## config.mk

```make
export PLATFORM = sky130hd
export DESIGN_NAME = utf8_stream_decoder_unit
export DESIGN_NICKNAME = d
export VERILOG_FILES = /design/src/sv/u8sd_pkg.sv /design/src/sv/utf8_stream_decoder_unit.sv /design/src/sv/u8sd_front.sv /design/src/sv/u8sd_queue.sv /design/src/sv/u8sd_back.sv
export SDC_FILE = /design/constraint.sdc
export NUM_CORES = 1
export LEC_CHECK = 0
export BUFFER_PORTS_ARGS = -buffer_cell sky130_fd_sc_hd__buf_2
export CAP_MARGIN = 10
export CORE_MARGIN = 2
export CORE_UTILIZATION = 40
export DETAILED_ROUTE_END_ITERATION = 12
export PLACE_DENSITY = 0.57
export SLEW_MARGIN = 20
export SYNTH_ARGS = -nofsm -noshare
export SYNTH_HDL_FRONTEND = slang
export SYNTH_SLANG_ARGS = --single-unit
```

## constraint.sdc

```tcl
create_clock -name i_clk -period 5.5 [get_ports i_clk]
set_input_delay 0.825 -clock i_clk [delete_from_list [all_inputs] [get_ports i_clk]]
set_output_delay 0.825 -clock i_clk [all_outputs]
set_load 0.02 [all_outputs]
```

## src/sv/u8sd_pkg.sv

```systemverilog
// Shared types and constants for the UTF-8 stream decoder.
package u8sd_pkg;

    localparam int CP_W   = 21;
    localparam int LEN_W  = 3;
    localparam int PAY_W  = 7;
    localparam int PEND_W = 2;
    localparam int Q_DEPTH = 4;
    localparam int Q_PTR_W = $clog2(Q_DEPTH);
    localparam int Q_CNT_W = $clog2(Q_DEPTH + 1);

    localparam logic [LEN_W-1:0] LEN_NONE = 3'd0;
    localparam logic [LEN_W-1:0] LEN_1    = 3'd1;
    localparam logic [LEN_W-1:0] LEN_2    = 3'd2;
    localparam logic [LEN_W-1:0] LEN_3    = 3'd3;
    localparam logic [LEN_W-1:0] LEN_4    = 3'd4;

    localparam logic [PEND_W-1:0] PEND_NONE = 2'd0;
    localparam logic [PEND_W-1:0] PEND_1    = 2'd1;
    localparam logic [PEND_W-1:0] PEND_2    = 2'd2;
    localparam logic [PEND_W-1:0] PEND_3    = 2'd3;

    typedef enum logic [2:0] {
        K_ASCII,
        K_LEAD2,
        K_LEAD3,
        K_LEAD4,
        K_CONT,
        K_BAD
    } t_kind;

    typedef struct packed {
        t_kind             kind;
        logic [PAY_W-1:0]  payload;
    } t_item;

    typedef struct packed {
        logic full;
        logic empty;
    } t_q_status;

endpackage

```

## src/sv/utf8_stream_decoder_unit.sv

```systemverilog
// Streaming UTF-8 decoder, one byte per input word.
//
// Input channel: i_valid / o_stall with i_byte_in, one raw byte per word.
// Output channel: o_valid / i_stall with o_code_point, o_seq_length and
// o_error. A word is produced when a sequence of 1 to 4 bytes completes
// (code point and length) or on a bad byte, a stray continuation or a
// missing one (error, code point and length zero; the partial sequence
// and the byte that broke it are dropped). Throughput: one byte per cycle,
// sustained, when the receiver does not stall. Bytes pass front register,
// queue write and output register. A four-entry queue parts the classifier
// from the sequence state, so each side stalls on its own; o_stall rises
// once the queue is full and a byte waits in the front register. While
// i_stall is high the output word holds; the queue keeps filling. Reset
// is synchronous, active low; it empties the queue, clears the sequence
// state and drops any held output word. No clearing pass.
module utf8_stream_decoder_unit (
    input  logic                       i_clk,
    input  logic                       i_rst_n,
    input  logic                       i_valid,
    output logic                       o_stall,
    input  logic [7:0]                 i_byte_in,
    output logic                       o_valid,
    input  logic                       i_stall,
    output logic [u8sd_pkg::CP_W-1:0]  o_code_point,
    output logic [u8sd_pkg::LEN_W-1:0] o_seq_length,
    output logic                       o_error
);
    import u8sd_pkg::*;

    logic      push;
    logic      pop;
    t_item     front_item;
    t_item     head;
    t_q_status q_stat;

    u8sd_front u_front (
        .i_clk     (i_clk),
        .i_rst_n   (i_rst_n),
        .i_valid   (i_valid),
        .o_stall   (o_stall),
        .i_byte_in (i_byte_in),
        .i_q_full  (q_stat.full),
        .o_push    (push),
        .o_item    (front_item)
    );

    u8sd_queue u_queue (
        .i_clk    (i_clk),
        .i_rst_n  (i_rst_n),
        .i_push   (push),
        .i_item   (front_item),
        .i_pop    (pop),
        .o_head   (head),
        .o_status (q_stat)
    );

    u8sd_back u_back (
        .i_clk        (i_clk),
        .i_rst_n      (i_rst_n),
        .i_head       (head),
        .i_q_empty    (q_stat.empty),
        .o_pop        (pop),
        .o_valid      (o_valid),
        .i_stall      (i_stall),
        .o_code_point (o_code_point),
        .o_seq_length (o_seq_length),
        .o_error      (o_error)
    );

`ifndef SYNTHESIS
    a_q_status: assert property (@(posedge i_clk) disable iff (!i_rst_n)
        !(q_stat.full && q_stat.empty))
        else $error("queue full and empty at once");

    a_pop_nonempty: assert property (@(posedge i_clk) disable iff (!i_rst_n)
        pop |-> !q_stat.empty)
        else $error("pop from empty queue");

    a_err_zero: assert property (@(posedge i_clk) disable iff (!i_rst_n)
        (o_valid && o_error) |-> (o_code_point == '0 && o_seq_length == LEN_NONE))
        else $error("error word carries data");

    a_ok_len: assert property (@(posedge i_clk) disable iff (!i_rst_n)
        (o_valid && !o_error) |-> (o_seq_length != LEN_NONE))
        else $error("good word with zero length");
`endif

endmodule

```

## src/sv/u8sd_front.sv

```systemverilog
// Front end: accept bytes, classify them and hand them to the queue.
module u8sd_front (
    input  logic           i_clk,
    input  logic           i_rst_n,
    input  logic           i_valid,
    output logic           o_stall,
    input  logic [7:0]     i_byte_in,
    input  logic           i_q_full,
    output logic           o_push,
    output u8sd_pkg::t_item o_item
);
    import u8sd_pkg::*;

    logic  r_valid;
    t_item r_item;
    t_item n_item;
    logic  load;

    always_comb begin
        n_item.kind    = K_BAD;
        n_item.payload = '0;
        case (i_byte_in) inside
            [8'h00:8'h7F]: begin
                n_item.kind    = K_ASCII;
                n_item.payload = i_byte_in[6:0];
            end
            [8'h80:8'hBF]: begin
                n_item.kind    = K_CONT;
                n_item.payload = {1'b0, i_byte_in[5:0]};
            end
            [8'hC0:8'hDF]: begin
                n_item.kind    = K_LEAD2;
                n_item.payload = {2'b0, i_byte_in[4:0]};
            end
            [8'hE0:8'hEF]: begin
                n_item.kind    = K_LEAD3;
                n_item.payload = {3'b0, i_byte_in[3:0]};
            end
            [8'hF0:8'hF7]: begin
                n_item.kind    = K_LEAD4;
                n_item.payload = {4'b0, i_byte_in[2:0]};
            end
            default: begin
                n_item.kind    = K_BAD;
                n_item.payload = '0;
            end
        endcase
    end

    assign o_push  = r_valid && !i_q_full;
    assign load    = !r_valid || !i_q_full;
    assign o_stall = r_valid && i_q_full;
    assign o_item  = r_item;

    always_ff @(posedge i_clk) begin
        if (!i_rst_n) begin
            r_valid <= 1'b0;
        end else if (load) begin
            r_valid <= i_valid;
        end
    end

    always_ff @(posedge i_clk) begin
        if (load && i_valid) begin
            r_item <= n_item;
        end
    end

endmodule

```

## src/sv/u8sd_queue.sv

```systemverilog
// Short queue of classified words between front end and back end.
module u8sd_queue (
    input  logic                i_clk,
    input  logic                i_rst_n,
    input  logic                i_push,
    input  u8sd_pkg::t_item     i_item,
    input  logic                i_pop,
    output u8sd_pkg::t_item     o_head,
    output u8sd_pkg::t_q_status o_status
);
    import u8sd_pkg::*;

    t_item              r_mem [Q_DEPTH];
    logic [Q_PTR_W-1:0] r_wptr;
    logic [Q_PTR_W-1:0] r_rptr;
    logic [Q_CNT_W-1:0] r_count;

    assign o_status.full  = (r_count == Q_CNT_W'(Q_DEPTH));
    assign o_status.empty = (r_count == '0);
    assign o_head         = r_mem[r_rptr];

    always_ff @(posedge i_clk) begin
        if (i_push) begin
            r_mem[r_wptr] <= i_item;
        end
    end

    always_ff @(posedge i_clk) begin
        if (!i_rst_n) begin
            r_wptr  <= '0;
            r_rptr  <= '0;
            r_count <= '0;
        end else begin
            if (i_push) begin
                r_wptr <= r_wptr + Q_PTR_W'(1);
            end
            if (i_pop) begin
                r_rptr <= r_rptr + Q_PTR_W'(1);
            end
            case ({i_push, i_pop})
                2'b10:   r_count <= r_count + Q_CNT_W'(1);
                2'b01:   r_count <= r_count - Q_CNT_W'(1);
                default: r_count <= r_count;
            endcase
        end
    end

endmodule

```

## src/sv/u8sd_back.sv

```systemverilog
// Back end: sequence state, code point assembly and output register.
module u8sd_back (
    input  logic                          i_clk,
    input  logic                          i_rst_n,
    input  u8sd_pkg::t_item               i_head,
    input  logic                          i_q_empty,
    output logic                          o_pop,
    output logic                          o_valid,
    input  logic                          i_stall,
    output logic [u8sd_pkg::CP_W-1:0]     o_code_point,
    output logic [u8sd_pkg::LEN_W-1:0]    o_seq_length,
    output logic                          o_error
);
    import u8sd_pkg::*;

    logic [PEND_W-1:0] r_pend,    n_pend;
    logic [LEN_W-1:0]  r_total,   n_total;
    logic [CP_W-1:0]   r_partial, n_partial;
    logic              r_out_valid;
    logic [CP_W-1:0]   r_cp;
    logic [LEN_W-1:0]  r_len;
    logic              r_err;
    logic              emit;
    logic [CP_W-1:0]   e_cp;
    logic [LEN_W-1:0]  e_len;
    logic              e_err;
    logic [CP_W-1:0]   shifted;

    assign o_pop   = !i_q_empty && (!r_out_valid || !i_stall);
    assign shifted = {r_partial[CP_W-7:0], i_head.payload[5:0]};

    always_comb begin
        n_pend    = r_pend;
        n_total   = r_total;
        n_partial = r_partial;
        emit      = 1'b0;
        e_cp      = '0;
        e_len     = LEN_NONE;
        e_err     = 1'b0;
        if (r_pend != PEND_NONE) begin
            if (i_head.kind != K_CONT) begin
                n_pend    = PEND_NONE;
                n_total   = LEN_NONE;
                n_partial = '0;
                emit      = 1'b1;
                e_err     = 1'b1;
            end else if (r_pend == PEND_1) begin
                n_pend    = PEND_NONE;
                n_total   = LEN_NONE;
                n_partial = '0;
                emit      = 1'b1;
                e_cp      = shifted;
                e_len     = r_total;
            end else begin
                n_pend    = r_pend - PEND_1;
                n_partial = shifted;
            end
        end else begin
            case (i_head.kind)
                K_ASCII: begin
                    emit  = 1'b1;
                    e_cp  = CP_W'(i_head.payload);
                    e_len = LEN_1;
                end
                K_LEAD2: begin
                    n_pend    = PEND_1;
                    n_total   = LEN_2;
                    n_partial = CP_W'(i_head.payload);
                end
                K_LEAD3: begin
                    n_pend    = PEND_2;
                    n_total   = LEN_3;
                    n_partial = CP_W'(i_head.payload);
                end
                K_LEAD4: begin
                    n_pend    = PEND_3;
                    n_total   = LEN_4;
                    n_partial = CP_W'(i_head.payload);
                end
                default: begin
                    emit  = 1'b1;
                    e_err = 1'b1;
                end
            endcase
        end
    end

    always_ff @(posedge i_clk) begin
        if (!i_rst_n) begin
            r_pend      <= PEND_NONE;
            r_total     <= LEN_NONE;
            r_partial   <= '0;
            r_out_valid <= 1'b0;
        end else begin
            if (o_pop) begin
                r_pend    <= n_pend;
                r_total   <= n_total;
                r_partial <= n_partial;
            end
            if (o_pop && emit) begin
                r_out_valid <= 1'b1;
            end else if (!i_stall) begin
                r_out_valid <= 1'b0;
            end
        end
    end

    always_ff @(posedge i_clk) begin
        if (o_pop && emit) begin
            r_cp  <= e_cp;
            r_len <= e_len;
            r_err <= e_err;
        end
    end

    assign o_valid      = r_out_valid;
    assign o_code_point = r_cp;
    assign o_seq_length = r_len;
    assign o_error      = r_err;

endmodule
```

==> impl_results.md <==
* Status: finished, final reports clean
* Yosys warns at 0
* CTS clk-pin slew, worst paths at 0.10 ns
* Async SR Flop Fraction at 0
* Die height at ~110 um
* Vias in the first global route at 2380
* Initial antenna violation count at 0
* MaxCap Viol Count at 0
* Final Max Tran Viols at 0
* CTS tree: done
* Crit path buf inv count at 0
* Slew HR at 0.453
* CTS Sinks at around 110
* FF+latch count, synth at approximately 110
* Max stage delay on crit path at a little over 0.7 ns
* FF-to-FF path depth at 4
* Yosys cell types at 50
* Clock root cell: clkbuf_8
* WL per Instance at 14.5 um
* Setup TNS at 0 ns
* H-tree depth at 3
* Fin crit period at ~3 ns
* IO Pins at 39
* Post-CTS setup buffer count at 0
* Worst setup path category: reg -> reg
* Syn_nets at roughly 330
* Dpl cell area at approximately 4600 um2
* Top post-synthesis cells by area: edfxtp_1 (52%), dfxtp_1 (14%), and2_1 (4.3%)
* Crit share post-route at 0.540
* Worst Setup End Kind: flip-flop
* # DRC at 0
* Port bufs at 38
* Startpoint Class: flip-flop
* Arrival time worst endpoint at roughly 3.2 ns
* Largest net degree at the start of global routing at 24
* Die span in x at 108 um
* Clock Skews at between 0.01 and 0.015 ns
* Initial DRC count at 85
* Hpwl dp at about 4900 um
* Setup-failing EPs final at 0
* Hold Crit Class: reg -> reg
* Final Instance Area at just under 5000 um2
* FF/Latch Area at 2870 um2
* Fin cells at between 400 and 500
* Vias per cell at ~4.9
* Fill cells at 1022
* Gr usage total at 0.132
* Die area at roughly 12000 um2
* RSZ-0062 raised after global routing: false
* N_diodes at 0
* Gate Count Post-Synth at between 300 and 400
* Largest area contributor in the netlist: edfxtp_1
* P per Cell Area at approximately 500 nW/um2
* Growth of design area from synthesis to finish at 12.1%
* Worst EP required at about 5.7 ns
* Final hold violations at 0
* Mapped cell area at approximately 4400 um2
* Crit-path slowest cell: dfxtp_1
* Nets at ~370
* CORE AREA at ~11000 um2
* Cell Chain, Critical Path: mux4_2, nor2_1, and3_1, and2_1
* Top-count cell post-synth: edfxtp_1
* Routed Antenna Nets at 0
* Worst-margin pin slew at 0.818 ns
* Fmax achieved at about 340 MHz
* Grt ovf at 0
* First-pass GRT wire length at between 10000 and 15000 um
* Clock tree buffer depth at 2
* Row cnt at 38
* Drt first pass iters at 4
* Static leakage at 1.72 nW
* Worst-skew pair later-pin latency at 0.36 ns
* Initial core utilization at 0.405
* Synth Flop Type: edfxtp_1
* Top cells by count, synth: edfxtp_1 (75), dfxtp_1 (31), and2_1 (30), nand2_1 (23), a21oi_1 (16)
* Hold depth at 2
* Cts hold-fix bufs at 0
* Resized cells post-CTS at 0
* CTS Buf Count at 9
* Multi-input combinational cell area at 1360 um2
* Via count at ~2400
* Max rail drop VDD at 0.200 mV
* Reg2Reg Setup Slack at roughly 2.5 ns
* Sequential share of the synthesized area at 0.660
* Syn Area/Cell at roughly 14 um2
* Placed Cells at ~470
* Top-area cell type share of the netlist area at 0.518
* Share of cells above drive strength 1 at 0.197
* Post-synth EDFFs at 75
* Critical path peak fanout at 16
* Cell family with most CP delay: simple AND/OR/NAND/NOR gates
* Routability cong. at between 0.7 and 0.8
* Worst path depth at 4
* Drt total wl at 7130 um
## report_power, final
group / total, mW / internal [mW] / switching (mW)
clock network: 0.535 / 0.265 / 0.270
registers: 1.14 / 1.05 / 0.0835
logic: 0.755 / 0.261 / 0.493
total: 2.43 / 1.58 / 0.847
## layout by cell type, fill, tap and decap left out, drive strengths merged, types with 2 or more instances in the layout
cell	synthesis	routed
nor2	16	16
ha	7	7
mux4	10	10
a211oi	4	4
inv	12	16
buf	6	39
nor2b	6	6
edfxtp	75	75
nand2	23	23
o211ai	9	9
nand3	12	12
and3	3	3
a21boi	2	2
dfxtp	31	31
o32ai	8	8
xor2	3	3
xnor2	2	2
bufinv	0	2
and2	30	30
a21oi	18	18
or3	3	3
clkbuf	8	9
o21a	3	3
## worst register-to-register path: stages (launching register included)
cell     delay [ns]
dfxtp_1        0.72
mux4_2         0.70
nor2_1         0.67
and3_1         0.56
and2_1         0.20
## metrics by stage
stage                util  power [mW]  hold WS (ns)  worst slack [ns]
finish              0.454        2.43         0.472              2.53
global route        0.454        2.56         0.492              2.22
CTS                 0.454        2.45         0.475              2.45
detailed placement  0.432        1.92         0.462              2.29
global placement    0.432        1.91         0.461              2.36
floorplan               -        1.71         0.437              2.52
## per-layer routing
metal	up-vias	routed length (um)	track usage
met4	0	85	0.0440
li1	1212	-	-
met3	9	290	0.0332
met5	-	0	0
met1	1142	3240	0.164
met2	51	3510	0.224
## worst paths after layout
| check | from | end |
|---|---|---|
| max reg2reg | flip-flop | u_back.o_code_point[8]$_SDFFCE_PP0P_ |
| min reg2reg | u_back.r_total[1]$_SDFFE_PN0P_ | u_back.r_total[1]$_SDFFE_PN0P_ |
| min | u_back.r_total[1]$_SDFFE_PN0P_ | u_back.r_total[1]$_SDFFE_PN0P_ |
| max | flip-flop | u_back.o_code_point[8]$_SDFFCE_PP0P_ |
## registers in the layout (all words and copies together) (netlist names), named ones only
| register | flops |
|---|---|
| u_front.r_valid | 1 |
| u_front.o_item | 10 |
| u_queue.r_rptr | 2 |
| u_back.r_partial | 15 |
| u_queue.r_wptr | 2 |
| u_back.o_error | 1 |
| u_back.o_code_point | 21 |
| u_back.r_pend | 2 |
| u_back.r_total | 3 |
| u_queue.r_mem | 40 |
| u_queue.r_count | 3 |
| u_back.o_seq_length | 3 |
| u_back.o_valid | 1 |
## kinds of logic (layout without fill, tap and decap cells)
group,count (synthesis),count (layout),share of synthesized area
AO/OA/AOI/OAI,52,52,0.0934
XOR/XNOR,5,5,0.0101
buffers and inverters,26,67,0.0299
multiplexers,11,11,0.0584
flip-flops,106,106,0.660
adder cells (fa/ha/maj),8,8,0.0247
AND/OR/NAND/NOR,101,101,0.123
## final cells by class
cell class / count / share of cell area
tap: 140 / 0.0359
sequential: 106 / 0.589
clock buffer: 9 / 0.0254
inverter: 12 / 0.00924
multi-input combinational: 177 / 0.278
timing repair buffer: 39 / 0.0405
clock inverter: 7 / 0.0218
Power figures use the tool's default switching activity.
